## config.mk

```make
export PLATFORM = sky130hd
export DESIGN_NAME = credit_token_bucket_priority_queue_core
export DESIGN_NICKNAME = d
export VERILOG_FILES = /design/src/hw/rtl/ctbpq_pkg.sv /design/src/hw/rtl/ctbpq_ram.sv /design/src/hw/rtl/ctbpq_ctrl.sv /design/src/hw/rtl/ctbpq_dp.sv /design/src/hw/rtl/credit_token_bucket_priority_queue_core.sv
export SDC_FILE = /design/constraint.sdc
export NUM_CORES = 1
export LEC_CHECK = 0
export BUFFER_PORTS_ARGS = -buffer_cell sky130_fd_sc_hd__buf_2
export CORE_MARGIN = 2
export CORE_UTILIZATION = 63
export CTS_CLUSTER_SIZE = 28
export DETAILED_ROUTE_END_ITERATION = 7
export GPL_TIMING_DRIVEN = 0
export PLACE_DENSITY_LB_ADDON = 0.12
export SYNTH_ARGS = -nofsm -noshare
export SYNTH_HDL_FRONTEND = slang
export SYNTH_SLANG_ARGS = --single-unit
```

## constraint.sdc

```tcl
create_clock -name i_clk -period 7.7 [get_ports i_clk]
set_clock_uncertainty 0.2 [all_clocks]
set_input_delay 0.385 -clock i_clk [delete_from_list [all_inputs] [get_ports i_clk]]
set_output_delay 0.385 -clock i_clk [all_outputs]
set_load 0.03 [all_outputs]
```

## src/hw/rtl/ctbpq_pkg.sv

```systemverilog
// shared types, constants and codes for the credit token bucket priority queue
// no dependencies; imported by every module of the block but ctbpq_ram
package ctbpq_pkg;

    // sizes of the credit size fifo and the token bucket
    localparam int FIFO_DEPTH = 64;
    localparam int FRAC_BITS  = 8;
    localparam int PTR_W      = $clog2(FIFO_DEPTH);
    localparam int CNT_W      = $clog2(FIFO_DEPTH + 1);

    // field widths
    localparam int KIND_W   = 2;
    localparam int SIZE_W   = 11;
    localparam int STAT_W   = 3;
    localparam int WHOLE_W  = 16;
    localparam int BYTES_W  = 17;
    localparam int TOK_W    = WHOLE_W + FRAC_BITS;
    localparam int CFG_IDX_W  = 2;
    localparam int CFG_DATA_W = 17;

    // stream packing widths
    localparam int IN_DATA_W  = 16;
    localparam int OUT_DATA_W = 48;

    // input kinds
    localparam logic [KIND_W-1:0] KIND_TICK    = 2'd0;
    localparam logic [KIND_W-1:0] KIND_ENQUEUE = 2'd1;
    localparam logic [KIND_W-1:0] KIND_DEQUEUE = 2'd2;

    // result status codes
    localparam logic [STAT_W-1:0] STAT_ACCEPTED = 3'd0;
    localparam logic [STAT_W-1:0] STAT_DROPPED  = 3'd1;
    localparam logic [STAT_W-1:0] STAT_CREDIT   = 3'd2;
    localparam logic [STAT_W-1:0] STAT_DATA     = 3'd3;
    localparam logic [STAT_W-1:0] STAT_NONE     = 3'd4;

    // configuration register indexes
    localparam logic [CFG_IDX_W-1:0] CFG_REFILL = 2'd0;
    localparam logic [CFG_IDX_W-1:0] CFG_MAX    = 2'd1;
    localparam logic [CFG_IDX_W-1:0] CFG_LIMIT  = 2'd2;

    // configuration reset values
    localparam logic [WHOLE_W-1:0] REFILL_RST = 16'd256;
    localparam logic [WHOLE_W-1:0] MAX_RST    = 16'd2048;
    localparam logic [BYTES_W-1:0] LIMIT_RST  = 17'd4096;

    // controller to datapath commands
    typedef struct packed {
        logic latch;   // capture the incoming transaction
        logic exec;    // apply the captured item to the state
    } t_dp_cmd;

    // datapath to controller status
    typedef struct packed {
        logic has_result;  // captured item produces a result
        logic out_free;    // output register can take a result this cycle
    } t_dp_stat;

endpackage

```

## src/hw/rtl/ctbpq_ram.sv

```systemverilog
// generic single write port, single read port ram with registered read data
// no dependencies; holds the credit size fifo
module ctbpq_ram #(
    parameter int WIDTH = 8,
    parameter int DEPTH = 16
) (
    input  logic                     i_clk,
    input  logic                     i_we,
    input  logic [$clog2(DEPTH)-1:0] i_waddr,
    input  logic [WIDTH-1:0]         i_wdata,
    input  logic [$clog2(DEPTH)-1:0] i_raddr,
    output logic [WIDTH-1:0]         o_rdata
);

    logic [WIDTH-1:0] r_mem [DEPTH];
    logic [WIDTH-1:0] r_rdata;

    // write port and registered read port
    always_ff @(posedge i_clk) begin
        if (i_we) begin
            r_mem[i_waddr] <= i_wdata;
        end
        r_rdata <= r_mem[i_raddr];
    end

    assign o_rdata = r_rdata;

endmodule

```

## src/hw/rtl/ctbpq_ctrl.sv

```systemverilog
// controller state machine: accepts one transaction, then executes it
// depends on ctbpq_pkg for the command and status structs
module ctbpq_ctrl (
    input  logic               i_clk,
    input  logic               i_rst_n,
    input  logic               i_in_valid,
    output logic               o_in_ready,
    input  ctbpq_pkg::t_dp_stat i_stat,
    output ctbpq_pkg::t_dp_cmd  o_cmd
);
    import ctbpq_pkg::*;

    typedef enum logic [0:0] {
        ST_IDLE,
        ST_EXEC
    } t_state;

    t_state r_state;
    t_state n_state;
    logic   w_accept;
    logic   w_done;

    assign o_in_ready = (r_state == ST_IDLE);
    assign w_accept   = o_in_ready && i_in_valid;
    // an item with a result waits until the output register is free
    assign w_done     = (r_state == ST_EXEC) && (!i_stat.has_result || i_stat.out_free);

    // next state
    always_comb begin
        n_state = r_state;
        unique case (r_state)
            ST_IDLE: if (w_accept) n_state = ST_EXEC;
            ST_EXEC: if (w_done) n_state = ST_IDLE;
            default: n_state = ST_IDLE;
        endcase
    end

    // commands
    always_comb begin
        o_cmd.latch = w_accept;
        o_cmd.exec  = w_done;
    end

    // state register
    always_ff @(posedge i_clk) begin
        if (!i_rst_n) begin
            r_state <= ST_IDLE;
        end else begin
            r_state <= n_state;
        end
    end

`ifndef NO_ASSERTIONS
    // an accepted transaction is executed before the next one is taken
    a_accept_then_exec: assert property (@(posedge i_clk) disable iff (!i_rst_n)
        w_accept |=> !o_in_ready)
        else $error("transaction accepted while another is in flight");

    // execution only follows a capture
    a_exec_after_latch: assert property (@(posedge i_clk) disable iff (!i_rst_n)
        o_cmd.exec && $past(r_state == ST_IDLE) |-> $past(o_cmd.latch))
        else $error("execute without a captured transaction");

    // a result is never produced while the output register is occupied
    a_no_overwrite: assert property (@(posedge i_clk) disable iff (!i_rst_n)
        o_cmd.exec && i_stat.has_result |-> i_stat.out_free)
        else $error("result would overwrite a pending result");
`endif

endmodule

```

## src/hw/rtl/ctbpq_dp.sv

```systemverilog
// datapath: configuration, credit fifo bookkeeping, token bucket, output register
// depends on ctbpq_pkg and ctbpq_ram
module ctbpq_dp (
    input  logic                              i_clk,
    input  logic                              i_rst_n,
    // configuration writes
    input  logic                              i_cfg_we,
    input  logic [ctbpq_pkg::CFG_IDX_W-1:0]   i_cfg_index,
    input  logic [ctbpq_pkg::CFG_DATA_W-1:0]  i_cfg_data,
    // captured item fields
    input  logic [ctbpq_pkg::KIND_W-1:0]      i_kind,
    input  logic [ctbpq_pkg::SIZE_W-1:0]      i_credit_size,
    input  logic                              i_data_waiting,
    // control
    input  ctbpq_pkg::t_dp_cmd                i_cmd,
    output ctbpq_pkg::t_dp_stat               o_stat,
    // result
    output logic                              o_out_valid,
    input  logic                              i_out_ready,
    output logic [ctbpq_pkg::STAT_W-1:0]      o_status,
    output logic [ctbpq_pkg::SIZE_W-1:0]      o_sent_size,
    output logic [ctbpq_pkg::WHOLE_W-1:0]     o_token_level,
    output logic [ctbpq_pkg::BYTES_W-1:0]     o_queued_bytes
);
    import ctbpq_pkg::*;

    localparam logic [TOK_W-1:0] FRAC_MASK = TOK_W'((64'd1 << FRAC_BITS) - 64'd1);

    // configuration registers
    logic [WHOLE_W-1:0] r_refill;
    logic [WHOLE_W-1:0] r_max;
    logic [BYTES_W-1:0] r_limit;

    // captured item
    logic [KIND_W-1:0]  r_kind;
    logic [SIZE_W-1:0]  r_size;
    logic               r_data;

    // queue and bucket state
    logic [PTR_W-1:0]   r_head;
    logic [PTR_W-1:0]   r_tail;
    logic [CNT_W-1:0]   r_count;
    logic [BYTES_W-1:0] r_bytes;
    logic [TOK_W-1:0]   r_tokens;

    logic [PTR_W-1:0]   n_head;
    logic [PTR_W-1:0]   n_tail;
    logic [CNT_W-1:0]   n_count;
    logic [BYTES_W-1:0] n_bytes;
    logic [TOK_W-1:0]   n_tokens;

    // output register
    logic               r_out_valid;
    logic [STAT_W-1:0]  r_status;
    logic [SIZE_W-1:0]  r_sent;
    logic [WHOLE_W-1:0] r_level;
    logic [BYTES_W-1:0] r_qbytes;

    logic [STAT_W-1:0]  w_status;
    logic [SIZE_W-1:0]  w_sent;
    logic [SIZE_W-1:0]  w_head_size;
    logic               w_we;

    logic [TOK_W:0]     w_sum;
    logic [WHOLE_W:0]   w_sum_whole;
    logic [WHOLE_W-1:0] w_clamped;
    logic [WHOLE_W-1:0] w_whole;
    logic [BYTES_W:0]   w_new_total;
    logic               w_fits;
    logic               w_can_send;

    // credit size fifo, read always at the head
    ctbpq_ram #(
        .WIDTH (SIZE_W),
        .DEPTH (FIFO_DEPTH)
    ) u_fifo (
        .i_clk   (i_clk),
        .i_we    (w_we),
        .i_waddr (r_tail),
        .i_wdata (r_size),
        .i_raddr (r_head),
        .o_rdata (w_head_size)
    );

    // configuration registers
    always_ff @(posedge i_clk) begin
        if (!i_rst_n) begin
            r_refill <= REFILL_RST;
            r_max    <= MAX_RST;
            r_limit  <= LIMIT_RST;
        end else if (i_cfg_we) begin
            unique case (i_cfg_index)
                CFG_REFILL: r_refill <= i_cfg_data[WHOLE_W-1:0];
                CFG_MAX:    r_max    <= i_cfg_data[WHOLE_W-1:0];
                CFG_LIMIT:  r_limit  <= i_cfg_data[BYTES_W-1:0];
                default:    ;
            endcase
        end
    end

    // capture of the accepted item
    always_ff @(posedge i_clk) begin
        if (i_cmd.latch) begin
            r_kind <= i_kind;
            r_size <= i_credit_size;
            r_data <= i_data_waiting;
        end
    end

    // bucket refill with saturation of the whole part
    assign w_sum       = {1'b0, r_tokens} + (TOK_W + 1)'(r_refill);
    assign w_sum_whole = w_sum[TOK_W -: (WHOLE_W + 1)];
    assign w_clamped   = (w_sum_whole > {1'b0, r_max}) ? r_max : w_sum_whole[WHOLE_W-1:0];

    // enqueue and dequeue checks
    assign w_whole     = r_tokens[TOK_W-1 -: WHOLE_W];
    assign w_new_total = {1'b0, r_bytes} + (BYTES_W + 1)'(r_size);
    assign w_fits      = (r_count != CNT_W'(FIFO_DEPTH)) && (w_new_total <= {1'b0, r_limit});
    assign w_can_send  = (r_count != '0) && (w_whole >= WHOLE_W'(w_head_size));

    // next state and result of the captured item
    always_comb begin
        n_head   = r_head;
        n_tail   = r_tail;
        n_count  = r_count;
        n_bytes  = r_bytes;
        n_tokens = r_tokens;
        w_status = STAT_NONE;
        w_sent   = '0;
        w_we     = 1'b0;
        case (r_kind)
            KIND_TICK: begin
                n_tokens = (TOK_W'(w_clamped) << FRAC_BITS) | (w_sum[TOK_W-1:0] & FRAC_MASK);
            end
            KIND_ENQUEUE: begin
                if (w_fits) begin
                    w_we     = i_cmd.exec;
                    n_tail   = (r_tail == PTR_W'(FIFO_DEPTH - 1)) ? '0 : r_tail + 1'b1;
                    n_count  = r_count + 1'b1;
                    n_bytes  = w_new_total[BYTES_W-1:0];
                    w_status = STAT_ACCEPTED;
                end else begin
                    w_status = STAT_DROPPED;
                end
            end
            KIND_DEQUEUE: begin
                if (w_can_send) begin
                    n_tokens = r_tokens - (TOK_W'(w_head_size) << FRAC_BITS);
                    n_head   = (r_head == PTR_W'(FIFO_DEPTH - 1)) ? '0 : r_head + 1'b1;
                    n_count  = r_count - 1'b1;
                    n_bytes  = r_bytes - BYTES_W'(w_head_size);
                    w_sent   = w_head_size;
                    w_status = STAT_CREDIT;
                end else if (r_data) begin
                    w_status = STAT_DATA;
                end else begin
                    w_status = STAT_NONE;
                end
            end
            default: ;
        endcase
    end

    // state update on execute
    always_ff @(posedge i_clk) begin
        if (!i_rst_n) begin
            r_head   <= '0;
            r_tail   <= '0;
            r_count  <= '0;
            r_bytes  <= '0;
            r_tokens <= '0;
        end else if (i_cmd.exec) begin
            r_head   <= n_head;
            r_tail   <= n_tail;
            r_count  <= n_count;
            r_bytes  <= n_bytes;
            r_tokens <= n_tokens;
        end
    end

    // status to the controller
    always_comb begin
        o_stat.has_result = (r_kind == KIND_ENQUEUE) || (r_kind == KIND_DEQUEUE);
        o_stat.out_free   = !r_out_valid || i_out_ready;
    end

    // output register
    always_ff @(posedge i_clk) begin
        if (!i_rst_n) begin
            r_out_valid <= 1'b0;
        end else if (i_cmd.exec && o_stat.has_result) begin
            r_out_valid <= 1'b1;
        end else if (i_out_ready) begin
            r_out_valid <= 1'b0;
        end
    end

    always_ff @(posedge i_clk) begin
        if (i_cmd.exec && o_stat.has_result) begin
            r_status <= w_status;
            r_sent   <= w_sent;
            r_level  <= n_tokens[TOK_W-1 -: WHOLE_W];
            r_qbytes <= n_bytes;
        end
    end

    assign o_out_valid    = r_out_valid;
    assign o_status       = r_status;
    assign o_sent_size    = r_sent;
    assign o_token_level  = r_level;
    assign o_queued_bytes = r_qbytes;

`ifndef NO_ASSERTIONS
    // the entry count stays within the fifo depth
    a_count_bound: assert property (@(posedge i_clk) disable iff (!i_rst_n)
        r_count <= CNT_W'(FIFO_DEPTH))
        else $error("fifo entry count beyond depth");

    // an empty queue holds no bytes
    a_empty_no_bytes: assert property (@(posedge i_clk) disable iff (!i_rst_n)
        r_count == '0 |-> r_bytes == '0)
        else $error("byte total nonzero with empty fifo");

    // an empty queue has head and tail together
    a_empty_ptrs: assert property (@(posedge i_clk) disable iff (!i_rst_n)
        r_count == '0 |-> r_head == r_tail)
        else $error("pointers apart with empty fifo");
`endif

endmodule

```

## src/hw/rtl/credit_token_bucket_priority_queue_core.sv

```systemverilog
// an accepted transaction is captured, then executed into the output register once it is free
// a new item is taken only once the last one has executed, set by the registered read of the fifo head
// a tick or an unused kind passes through the same capture and execute states and gives no result
// a waiting result sits in the output register while the next item is accepted
// reset (synchronous, active low) empties the fifo, zeroes the bucket and
// restores register defaults; fifo contents are not cleared
module credit_token_bucket_priority_queue_core (
    input  logic                              i_clk,
    input  logic                              i_rst_n,
    // configuration write channel
    input  logic                              i_cfg_valid,
    output logic                              o_cfg_ready,
    input  logic [ctbpq_pkg::CFG_IDX_W-1:0]   i_cfg_index,
    input  logic [ctbpq_pkg::CFG_DATA_W-1:0]  i_cfg_data,
    // input stream
    input  logic                              s_axis_tvalid,
    output logic                              s_axis_tready,
    input  logic [ctbpq_pkg::IN_DATA_W-1:0]   s_axis_tdata,  // credit_size[10:0],
                                                             // data_waiting[11]
    input  logic [ctbpq_pkg::KIND_W-1:0]      s_axis_tuser,  // kind[1:0]
    // result stream
    output logic                              m_axis_tvalid,
    input  logic                              m_axis_tready,
    output logic [ctbpq_pkg::OUT_DATA_W-1:0]  m_axis_tdata,  // sent_size[10:0],
                                                             // token_level[26:11],
                                                             // queued_bytes[43:27]
    output logic [ctbpq_pkg::STAT_W-1:0]      m_axis_tuser   // status[2:0]
);
    import ctbpq_pkg::*;

    t_dp_cmd            w_cmd;
    t_dp_stat           w_stat;
    logic [SIZE_W-1:0]  w_sent;
    logic [WHOLE_W-1:0] w_level;
    logic [BYTES_W-1:0] w_qbytes;

    // configuration is always taken
    assign o_cfg_ready = 1'b1;

    // controller
    ctbpq_ctrl u_ctrl (
        .i_clk      (i_clk),
        .i_rst_n    (i_rst_n),
        .i_in_valid (s_axis_tvalid),
        .o_in_ready (s_axis_tready),
        .i_stat     (w_stat),
        .o_cmd      (w_cmd)
    );

    // datapath
    ctbpq_dp u_dp (
        .i_clk          (i_clk),
        .i_rst_n        (i_rst_n),
        .i_cfg_we       (i_cfg_valid),
        .i_cfg_index    (i_cfg_index),
        .i_cfg_data     (i_cfg_data),
        .i_kind         (s_axis_tuser),
        .i_credit_size  (s_axis_tdata[SIZE_W-1:0]),
        .i_data_waiting (s_axis_tdata[SIZE_W]),
        .i_cmd          (w_cmd),
        .o_stat         (w_stat),
        .o_out_valid    (m_axis_tvalid),
        .i_out_ready    (m_axis_tready),
        .o_status       (m_axis_tuser),
        .o_sent_size    (w_sent),
        .o_token_level  (w_level),
        .o_queued_bytes (w_qbytes)
    );

    // result packing, zero filled to whole bytes
    assign m_axis_tdata = {
        (OUT_DATA_W - SIZE_W - WHOLE_W - BYTES_W)'(0), w_qbytes, w_level, w_sent
    };

endmodule
```

After elaboration in Yosys (flattened, before gate mapping)
Memory sizes are Yosys's and may differ from the RTL's. A register that Yosys moved wholly into a read port is not among the register bits.
Cells that the tools add are included.
{"block": "word_totals", "output_inout_bits": 54, "inputBits": 42, "memories": 1, "reg_bits": 172, "elab_cells": 89, "ram_bits": 704}
{"memory": "u_dp.u_fifo.r_mem", "depth": 64, "width": 11, "read_ports": 1, "rd_ports_with_merged_regs": 1, "write_ports": 1, "line": "ctbpq_ram.sv:15", "source": "logic [WIDTH-1:0] r_mem [DEPTH];"}
{"block": "op_classes", "n_reduce_logical": 24, "order_cmp": 3, "n_bitwise": 2, "n_mux": 24, "addsub": 8, "n_eq_ne": 9}
{"operator": "one-hot mux 24 bit (2 select lines)", "count": 1}
{"operator": "2-to-1 mux 17 bit", "count": 2}
{"operator": "one-hot mux 17 bit (2 select lines)", "count": 1}
{"operator": "adder 24 x 16 -> 25 bit", "count": 1}
{"operator": "2-to-1 mux 24 bit", "count": 1}
{"operator": "bitwise OR 24 x 8 -> 24 bit", "count": 1}
{"operator": "subtractor 24 x 19 -> 24 bit", "count": 1}
{"operator": "adder 17 x 11 -> 18 bit", "count": 1}
{"operator": "<= comparator 18 x 17 -> 1 bit", "count": 1}
{"operator": "greater-than comparator 17 x 16 -> 1 bit", "count": 1}
{"operator": "subtractor 17 x 11 -> 17 bit", "count": 1}
{"operator": ">= comparator 16 x 11 -> 1 bit", "count": 1}
{"operator": "2-to-1 mux 16 bit", "count": 1}
{"operator": "2-to-1 mux 7 bit", "count": 2}
{"operator": "one-hot mux 7 bit (2 select lines)", "count": 1}
{"operator": "adder 6 x 1 -> 6 bit, second input constant", "count": 2}
{"operator": "== test 6 bit, second input constant", "count": 2}
{"operator": "2-to-1 mux 6 bit", "count": 2}
{"operator": "2-to-1 mux 1 bit", "count": 9}
{"operator": "AND reduction 3 bit", "count": 3}
{"operator": "AND reduction 2 bit", "count": 4}
{"operator": "adder 7 x 1 -> 7 bit, second input constant", "count": 1}
{"operator": "inequality test 7 bit, second input constant", "count": 1}
{"operator": "nonzero test 7 bit", "count": 1}
{"operator": "14 further kinds", "count": 28}

Logic depth before layout (Yosys ltp)
Gate-level depths: netlist of run 1.
{"block": "logic_depth", "ltp_word": 9, "mapped_depth": 18, "depth_no_buf": 16}

Modules after synthesis
From an unflattened synthesis of run 1, not the netlist that was laid out.
{"block": "hier_totals", "hier_cells": 2657, "area_unflattened_um2": 38987.4}
{"mod": "ctbpq_ram", "seq_area_each_um2": 21360.5, "cells_each": 1279, "n_inst": 1, "area_per_inst_um2": 27486.4}
{"mod": "ctbpq_dp", "seq_area_each_um2": 4033.9, "cells_each": 1362, "n_inst": 1, "area_per_inst_um2": 11369.7}
{"mod": "ctbpq_ctrl", "seq_area_each_um2": 20.0, "cells_each": 9, "n_inst": 1, "area_per_inst_um2": 86.3}
{"mod": "credit_token_bucket_priority_queue_core", "seq_area_each_um2": 0.0, "cells_each": 7, "n_inst": 1, "area_per_inst_um2": 45.0}

Worst setup path after synthesis of run 1
No wires, ideal clock.
{"block": "synth_path", "kind": "register to register", "startpoint": "reg u_dp.r_size[0]", "endpoint": "mem u_dp.u_fifo.r_mem[59][0] (netlist bit) (enable)", "path_slack_ns": 1.552, "path_buffers": 1, "setup_time_ns": 0.408, "synth_period_minus_slack_ns": 6.148, "required_ns": 7.092, "arrival_time_ns": 5.540, "path_stages_with_launch": 17, "cell_sequence": "edfxtp_1 -> ha_1 -> inv_1 -> fa_1 -> nor2b_1 -> o31ai_1 -> a2111oi_0 -> o211ai_1 -> xnor2_1 -> ha_1 -> nand2_1 -> nor3_1 -> a21oi_1 -> a21boi_0 -> or3_1 -> buf_2 -> nor4_1"}
{"block": "synth_between", "elab_chain_len": 7}
{"item": "start, declared", "line": "ctbpq_dp.sv:36", "source": "logic [SIZE_W-1:0] r_size;"}
{"item": "start signal, assigned", "line": "ctbpq_dp.sv:105", "source": "r_size <= i_credit_size;"}
{"item": "adder 17 x 11 -> 18 bit", "line": "ctbpq_dp.sv:117", "source": "assign w_new_total = {1'b0, r_bytes} + (BYTES_W + 1)'(r_size);"}
{"item": "<= comparator 18 x 17 -> 1 bit", "line": "ctbpq_dp.sv:118", "source": "assign w_fits = (r_count != CNT_W'(FIFO_DEPTH)) && (w_new_total <= {1'b0, r_limit});"}
{"item": "logical AND 1 bit", "line": "ctbpq_dp.sv:118"}
{"item": "2-to-1 mux 1 bit", "line": "ctbpq_dp.sv:136", "source": "if (w_fits) begin"}
{"item": "2-to-1 mux 1 bit", "line": "ctbpq_dp.sv:131", "source": "case (r_kind)"}
{"item": "2-to-1 mux 1 bit", "line": "ctbpq_ram.sv:20", "source": "if (i_we) begin"}
{"item": "2-to-1 mux 1 bit (not written as such)", "line": "ctbpq_ram.sv:21", "source": "r_mem[i_waddr] <= i_wdata;"}
{"item": "end, declared", "line": "ctbpq_ram.sv:15"}
No other way between the ends.

Worst setup path after layout of run 1
{"block": "layout_path", "startpoint": "reg u_dp.r_size[0]", "endpoint": "mem u_dp.u_fifo.r_mem[26][7] (netlist bit) (enable)"}
The elaborated chain is that of the path after synthesis.

==> results of run 1 <==
## worst paths after layout
path,from,endpoint,slack (ns),depth (start not counted)
max,u_dp.r_size[0]$_DFFE_PP_,u_dp.u_fifo.r_mem[26][7]$_DFFE_PP_,0.26,17
max reg2reg,u_dp.r_size[0]$_DFFE_PP_,u_dp.u_fifo.r_mem[26][7]$_DFFE_PP_,0.26,17
min,i_cfg_index[0],u_dp.r_limit[0]$_SDFFE_PN0P_,0.04,4
min reg2reg,u_dp.r_max[1]$_SDFFE_PN0P_,u_dp.r_max[1]$_SDFFE_PN0P_,0.26,2
## stage by stage
stage	std cells	power [W]
2_1_floorplan	2440	0.00584
4_1_cts	3540	0.0105
3_5_place_dp	3340	0.00614
5_1_grt	3541	0.0107
3_3_place_gp	3308	0.00608
6_report	3542	0.0105
## power by group
part           total, W  internal [W]  switching, W
Clock           0.00441       0.00251       0.00190
Sequential      0.00532       0.00527     0.0000517
Combinational  0.000750      0.000260      0.000491
Total            0.0105       0.00804       0.00244
## critical path, delay by kind of cell, from the launching register on
kind | cells | cell delay, ns
flip-flops | 1 | 0.67
adder cells (fa/ha/maj) | 3 | 0.95
AO/OA/AOI/OAI | 5 | 1.65
XOR/XNOR | 1 | 0.46
buffers and inverters | 2 | 0.45
AND/OR/NAND/NOR | 6 | 2.69
## cells by family after synthesis
family | share of synthesized area
compound gates | 0.0734
xor+xnor | 0.0118
fa+ha+maj | 0.0327
buf+inv | 0.0221
flops | 0.658
mux | 0.140
other cells | 0.000194
simple gates | 0.0624
## routing by layer
metal,up-vias,part of all wire,GRT usage
met5,-,0.00024,0
met4,4,0.062,0.192
met3,399,0.081,0.0736
met2,1488,0.51,0.610
met1,12231,0.35,0.426
li1,10177,-,-
## registers in the layout, indices dropped and copies added, names as in the netlist
name	cells
u_dp.o_queued_bytes	17
u_dp.u_fifo.o_rdata	11
u_dp.r_head	6
u_dp.r_refill	16
u_dp.r_bytes	17
u_dp.r_max	16
u_ctrl.r_state	1
u_dp.o_out_valid	1
u_dp.o_status	3
u_dp.r_size	11
u_dp.r_tail	6
u_dp.r_kind	2
u_dp.r_count	7
u_dp.o_token_level	16
u_dp.u_fifo.r_mem	704
u_dp.o_sent_size	11
u_dp.r_data	1
u_dp.r_limit	17
u_dp.r_tokens	24
## cell type report
cell class / count / share of cell area
inverters: 81 / 0.00687
multi-input cells: 1344 / 0.284
plain buffers: 128 / 0.0125
repair buffers: 153 / 0.0336
diodes: 2 / 0.000113
clock inverters: 56 / 0.0134
clock buffers: 109 / 0.0534
well taps: 782 / 0.0221
flip-flops and latches: 887 / 0.574
## synth_stat cells, drive strengths merged, types with 18 or more instances
library cell,instances
a21oi,124
a22oi,18
a31oi,22
buf,38
clkbuf,90
dfxtp,122
edfxtp,765
ha,93
inv,80
mux4,231
nand2,188
nand3,41
nor2,159
nor3,32
o211ai,18
o21a,19
o21ai,68
xnor2,36
## cell usage in the layout (no fill, tap or decap), types with 18 or more instances in the layout
master	synthesis	routed
sky130_fd_sc_hd__a21oi_1	122	122
sky130_fd_sc_hd__a22oi_1	18	18
sky130_fd_sc_hd__a31oi_1	21	21
sky130_fd_sc_hd__buf_16	0	22
sky130_fd_sc_hd__buf_2	20	106
sky130_fd_sc_hd__clkbuf_1	90	105
sky130_fd_sc_hd__clkbuf_16	0	91
sky130_fd_sc_hd__clkinv_2	0	18
sky130_fd_sc_hd__dfxtp_1	122	122
sky130_fd_sc_hd__dlygate4sd3_1	0	35
sky130_fd_sc_hd__edfxtp_1	765	765
sky130_fd_sc_hd__ha_1	93	93
sky130_fd_sc_hd__inv_1	79	79
sky130_fd_sc_hd__mux4_2	231	231
sky130_fd_sc_hd__nand2_1	188	188
sky130_fd_sc_hd__nand3_1	40	36
sky130_fd_sc_hd__nor2_1	157	125
sky130_fd_sc_hd__nor2_2	2	29
sky130_fd_sc_hd__nor3_1	32	31
sky130_fd_sc_hd__o21a_1	19	19
sky130_fd_sc_hd__o21ai_0	66	66
sky130_fd_sc_hd__xnor2_1	36	36
## repair_timing
action,4_1_cts,5_1_grt
gates resized for setup,10,32
endpoints found under the hold margin,65,0
hold buffers,35,0
endpoints found under the setup margin,229,352
==> metrics.txt, run 1 <==
average wire length per cell after detail routing=31.2 um; EDFF count, synth=765; minimum clock period=7.44 ns; ports placed on the boundary=96; unrepaired setup endpoints after global routing=false; number of nets with antenna violations after detailed routing=0; Post-DP HPWL=73900 um; die span in x=252 um; Synth area leaders=sky130_fd_sc_hd__edfxtp_1 59%, sky130_fd_sc_hd__mux4_2 13%, sky130_fd_sc_hd__dfxtp_1 6.3%; largest incremental delay on the critical path=0.92 ns; share of cells above drive strength 1=0.216; Setup WS post-layout=0.258 ns; kind of capture point of the worst setup path=flip-flop; via count=24299; number of warnings printed during yosys synthesis=0; worst setup timing slack at the placement stage=-0.146 ns; post-layout net count=2823; highest ir drop seen on vdd=0.256 mV; worst hold slack=0.0380 ns; final-layout setup total negative slack=0 ns; number of unique standard cell types used by synthesis=87; timing-limited maximum frequency=134 MHz; Post-Syn Area per Cell=15.9 sq um; Cell Area, Synth=0.0386 sq mm; initial cell density of the core=0.639; post-detailed-route via-to-cell ratio=6.86; cell area reported after detailed placement=0.0408 sq mm; required time reported for the critical path endpoint=7.79 ns; type of the worst setup path=flip-flop to flip-flop; site row count=90; max_cap viols=0; flop and latch count out of synthesis=887; total count of max-transition violations in the final report=0; cell at the slowest stage of the critical path=sky130_fd_sc_hd__a2111oi_0; number of setup buffers added after CTS=0; crit share post-route=0.966; sequential area share after synthesis=0.658; leakage power summed over all cells=14.4 nW; Top FF cell, synth=sky130_fd_sc_hd__edfxtp_1; critical path fanouts, max=11; number of DRC markers after the initial detailed-route iteration=2890; startpoint class of the critical path=flip-flop; arrival time at the worst endpoint=7.53 ns; residual DRC count=0; area of all placed cells without fillers=0.0443 sq mm; H-tree depth reported by CTS=3; share of the synthesized area in the top cell type=0.595; clock buffer depth=3; hold violation total from the final report=0; die area=0.0633 sq mm; number of buffers created by CTS=88; wire length after detailed routing=111000 um; Mapped Cells=2437; CTS Root Cell=sky130_fd_sc_hd__clkbuf_16; Area growth, synth to finish=14.6%; clock-pin transition on the worst setup and hold timing paths=0.07 ns; area occupied by registers=0.0254 sq mm; Die H=252 um; share of async-settable or async-resettable flops after synthesis=0; cell type contributing the most total cell area after synthesis=sky130_fd_sc_hd__edfxtp_1; wire length of the first global-routing pass=162000 um; overall routing resource usage=0.356; hold crit path type=primary input to flip-flop; vias in the first global route=24374; Cell Chain, Critical Path=ha_1 -> inv_1 -> fa_1 -> nor2b_1 -> o31ai_1 -> a2111oi_0 -> o211ai_1 -> xnor2_1 -> ha_1 -> nand2_1 -> nor3_1 -> a21oi_1 -> a21boi_0 -> clkbuf_1 -> nor3_2 -> nand3_2 -> nor2_2; run status=completed; TritonCTS clock tree=done; normalized max-slew margin=0.217; final standard cell utilization of the core=0.732; Worst path most repeated cell=sky130_fd_sc_hd__ha_1; total of fill cells in the finished design=3576; Core ar.=0.0605 sq mm; largest net degree at the start of global routing=33; routability cong.=0.951; number of antenna violations at the first check in global routing=4; power per unit of standard cell area=237 mW/mm^2; IO Port Bufs=86; insertion delay to the later sink of the worst-skew pair=0.66 ns; gr ovfl total=0; number of clock sinks seen by CTS=887; area of the multi-input gates=0.0126 sq mm; number of failing setup endpoints in the final timing report=0; DR pass1 iterations=8; transition time at the pin with the least slew margin=1.17 ns
Power figures use the tool's default switching activity.
==> run 2: changes to the inputs <==
==> constraint.sdc (replaced) <==
create_clock -name i_clk -period 7.7 [get_ports i_clk]
set_clock_uncertainty 0.2 [all_clocks]
set_input_delay 2.31 -clock i_clk [delete_from_list [all_inputs] [get_ports i_clk]]
set_output_delay 2.31 -clock i_clk [all_outputs]
set_load 0.03 [all_outputs]
==> run 2 against run 1 <==
Compared with the run above: first-iteration DRC count shrank 0.48%; critical endpoint is now u_dp.u_fifo.r_mem[25][7]$_DFFE_PP_; combinational power decreased by 2%; non-clock buffer count decreased by 35; utilization fell by 0.57 points.
==> metrics.txt, run 2 (synthesis gave the netlist of run 1 again) <==
area of the multi-input gates=0.0126 sq mm (unchanged); type of the worst setup path=flip-flop to flip-flop; family with the most delay on the worst path=simple AND/OR/NAND/NOR gates; highest ir drop seen on vdd=0.257 mV (+0.48%); total count of max-transition violations in the final report=0 (unchanged); reg-to-reg startpoint=u_dp.r_size[0]$_DFFE_PP_; clock buffer depth=3 (unchanged); worst setup path startpoint=u_dp.r_size[0]$_DFFE_PP_; DR pass1 iterations=5 (-3); gr ovfl total=0 (unchanged); Worst Setup EP=u_dp.u_fifo.r_mem[25][7]$_DFFE_PP_; site row count=90 (unchanged); worst setup timing slack at the placement stage=-0.146 ns (unchanged); post-layout net count=2788 (-1.2%); IO Port Bufs=86 (unchanged); required time reported for the critical path endpoint=7.79 ns (about the same); hold violation total from the final report=0 (unchanged); Worst path most repeated cell=sky130_fd_sc_hd__ha_1; die area=0.0633 sq mm (unchanged); number of buffers created by CTS=88 (unchanged); Die H=252 um (unchanged); number of clock sinks seen by CTS=887 (unchanged); slack of the worst reg-to-reg path=0.16 ns (-0.10 ns); number of DRC markers after the initial detailed-route iteration=2876 (-0.48%); critical path fanouts, max=11 (unchanged); vias in the first global route=24068 (-1.3%); area of all placed cells without fillers=0.0439 sq mm (-0.77%); transition time at the pin with the least slew margin=1.25 ns (+0.0808 ns); Post-DP HPWL=73900 um (unchanged); area occupied by registers=0.0254 sq mm (unchanged); commonest non-fill, non-tap cells in the layout=765 x sky130_fd_sc_hd__edfxtp_1, 231 x sky130_fd_sc_hd__mux4_2, 188 x sky130_fd_sc_hd__nand2_1; worst hold slack=0.259 ns (+0.221 ns); insertion delay to the later sink of the worst-skew pair=0.67 ns (about the same); leakage power summed over all cells=14.3 nW (-1.0%); largest incremental delay on the critical path=0.99 ns (+0.07 ns); routability cong.=0.951 (unchanged); most common cell after layout, fill and taps aside=sky130_fd_sc_hd__edfxtp_1; wire length after detailed routing=110000 um (-0.81%); hold crit path type=flip-flop to flip-flop; Setup WS post-layout=0.160 ns (-0.0978 ns); post-detailed-route via-to-cell ratio=6.85 (-0.17%); cell at the slowest stage of the critical path=sky130_fd_sc_hd__a2111oi_0; number of failing setup endpoints in the final timing report=0 (unchanged); largest net degree at the start of global routing=33 (unchanged); placed instance count=3340 (unchanged); clock-pin transition on the worst setup and hold timing paths=0.06 ns (about the same); total of fill cells in the finished design=3620 (+1.2%); Core ar.=0.0605 sq mm (unchanged); ports placed on the boundary=96 (unchanged); wire length of the first global-routing pass=160000 um (-0.86%); post-layout power=0.0105 W (-0.15%); crit share post-route=0.979 (+0.0127); residual DRC count=0 (unchanged); share of cells above drive strength 1=0.219 (+0.00278); cell area reported after detailed placement=0.0408 sq mm (unchanged); Cell Chain, Critical Path=ha_1 -> inv_1 -> fa_1 -> nor2b_1 -> o31ai_1 -> a2111oi_0 -> o211ai_1 -> xnor2_1 -> ha_1 -> nand2_1 -> nor3_1 -> a21oi_1 -> a21boi_0 -> clkbuf_1 -> nor3_2 -> nand3_2 -> nor2_2; TritonCTS clock tree=done; unrepaired setup endpoints after global routing=false; via count=24038 (-1.1%); startpoint class of the critical path=flip-flop; minimum clock period=7.54 ns (+0.0978 ns); max FFs per register=704 (unchanged); path depth of the worst reg2reg path=17 (unchanged); overall routing resource usage=0.353 (-0.00274); run status=completed; average wire length per cell after detail routing=31.3 um (about the same); Crit. path cell count=17 (unchanged); arrival time at the worst endpoint=7.63 ns (+0.10 ns); non-filler cells in the finished layout=3510 (-0.90%); terminus of the critical flop-to-flop path=u_dp.u_fifo.r_mem[25][7]$_DFFE_PP_; normalized max-slew margin=0.163 (-0.0541); die span in x=252 um (unchanged); timing-limited maximum frequency=133 MHz (-1.3%); max_cap viols=0 (unchanged); Top reg by flops=u_dp.u_fifo.r_mem; power per unit of standard cell area=238 mW/mm^2 (+0.62%); H-tree depth reported by CTS=3 (unchanged); kind of capture point of the worst setup path=flip-flop; number of antenna violations at the first check in global routing=4 (unchanged); buffers and inverters on the worst path=2 (unchanged); CTS Root Cell=sky130_fd_sc_hd__clkbuf_16; Area growth, synth to finish=13.7%; number of nets with antenna violations after detailed routing=0 (unchanged); largest registers=u_dp.u_fifo.r_mem (704), u_dp.r_tokens (24); initial cell density of the core=0.639 (unchanged)
run 2: cell count changes in the layout (fill, tap and decap cells not counted), sizes merged:
cell,previous run,this run
dlygate4sd3,35,0
diode,2,5
run 2: power by group:
group | internal, W | switching [W]
sequential | 0.00527 | 0.0000516
combinational | 0.000248 | 0.000487
clock | 0.00251 | 0.00190
total | 0.00803 | 0.00243
run 2: stage by stage:
stage               TNS (ns)   util
floorplan                  0      -
global placement     -607.23  0.662
detailed placement    -13.28  0.675
CTS                   -16.96  0.724
global route               0  0.726
finish                     0  0.726
run 2: layout make-up:
| type | count | area share |
|---|---|---|
| diodes | 5 | 0.000285 |
| clock inverters | 56 | 0.0135 |
| plain buffers | 128 | 0.0126 |
| clock buffers | 109 | 0.0538 |
| flip-flops and latches | 887 | 0.579 |
| inverters | 81 | 0.00692 |
| repair buffers | 118 | 0.0258 |
| multi-input cells | 1344 | 0.286 |
| well taps | 782 | 0.0223 |
run 2: worst reg2reg max path: cells and delay by family, from the launching register on:
kind | cells | cell delay, ns
AOI/OAI and AO/OA | 5 | 1.72
xor gates and xnor gates | 1 | 0.47
adders and majority gates | 3 | 0.96
buffers and inverters | 2 | 0.45
DFF | 1 | 0.67
and+or+nand+nor | 6 | 2.73
run 2: how the worst min path moves through the flow:
stage	slack [ns]	to	depth (start not counted)	from
6_report	0.26	u_dp.r_limit[16]$_SDFFE_PN0P_	2	u_dp.r_limit[16]$_SDFFE_PN0P_
5_1_grt	0.27	u_dp.r_max[8]$_SDFFE_PN0P_	2	u_dp.r_max[8]$_SDFFE_PN0P_
4_1_cts	0.26	u_dp.r_limit[15]$_SDFFE_PN0P_	2	u_dp.r_limit[15]$_SDFFE_PN0P_
3_5_place_dp	0.25	u_dp.r_max[1]$_SDFFE_PN0P_	2	u_dp.r_max[1]$_SDFFE_PN0P_
3_3_place_gp	0.24	u_dp.r_tokens[2]$_SDFFE_PN0P_	2	u_dp.r_tokens[2]$_SDFFE_PN0P_
2_1_floorplan	0.24	u_dp.r_tokens[0]$_SDFFE_PN0P_	2	u_dp.r_tokens[0]$_SDFFE_PN0P_
run 2: routing by layer:
layer,part of all wire,track usage
met2,0.51,0.609
met5,0.00026,0
met1,0.35,0.424
met3,0.078,0.0712
met4,0.058,0.184
run 2: repair_timing:
action                     4_1_cts  5_1_grt
resized for setup               10       32
buffers inserted                 0        0
setup endpoints to repair      229      352
hold buffers                     0        0
pin swaps                        0        0
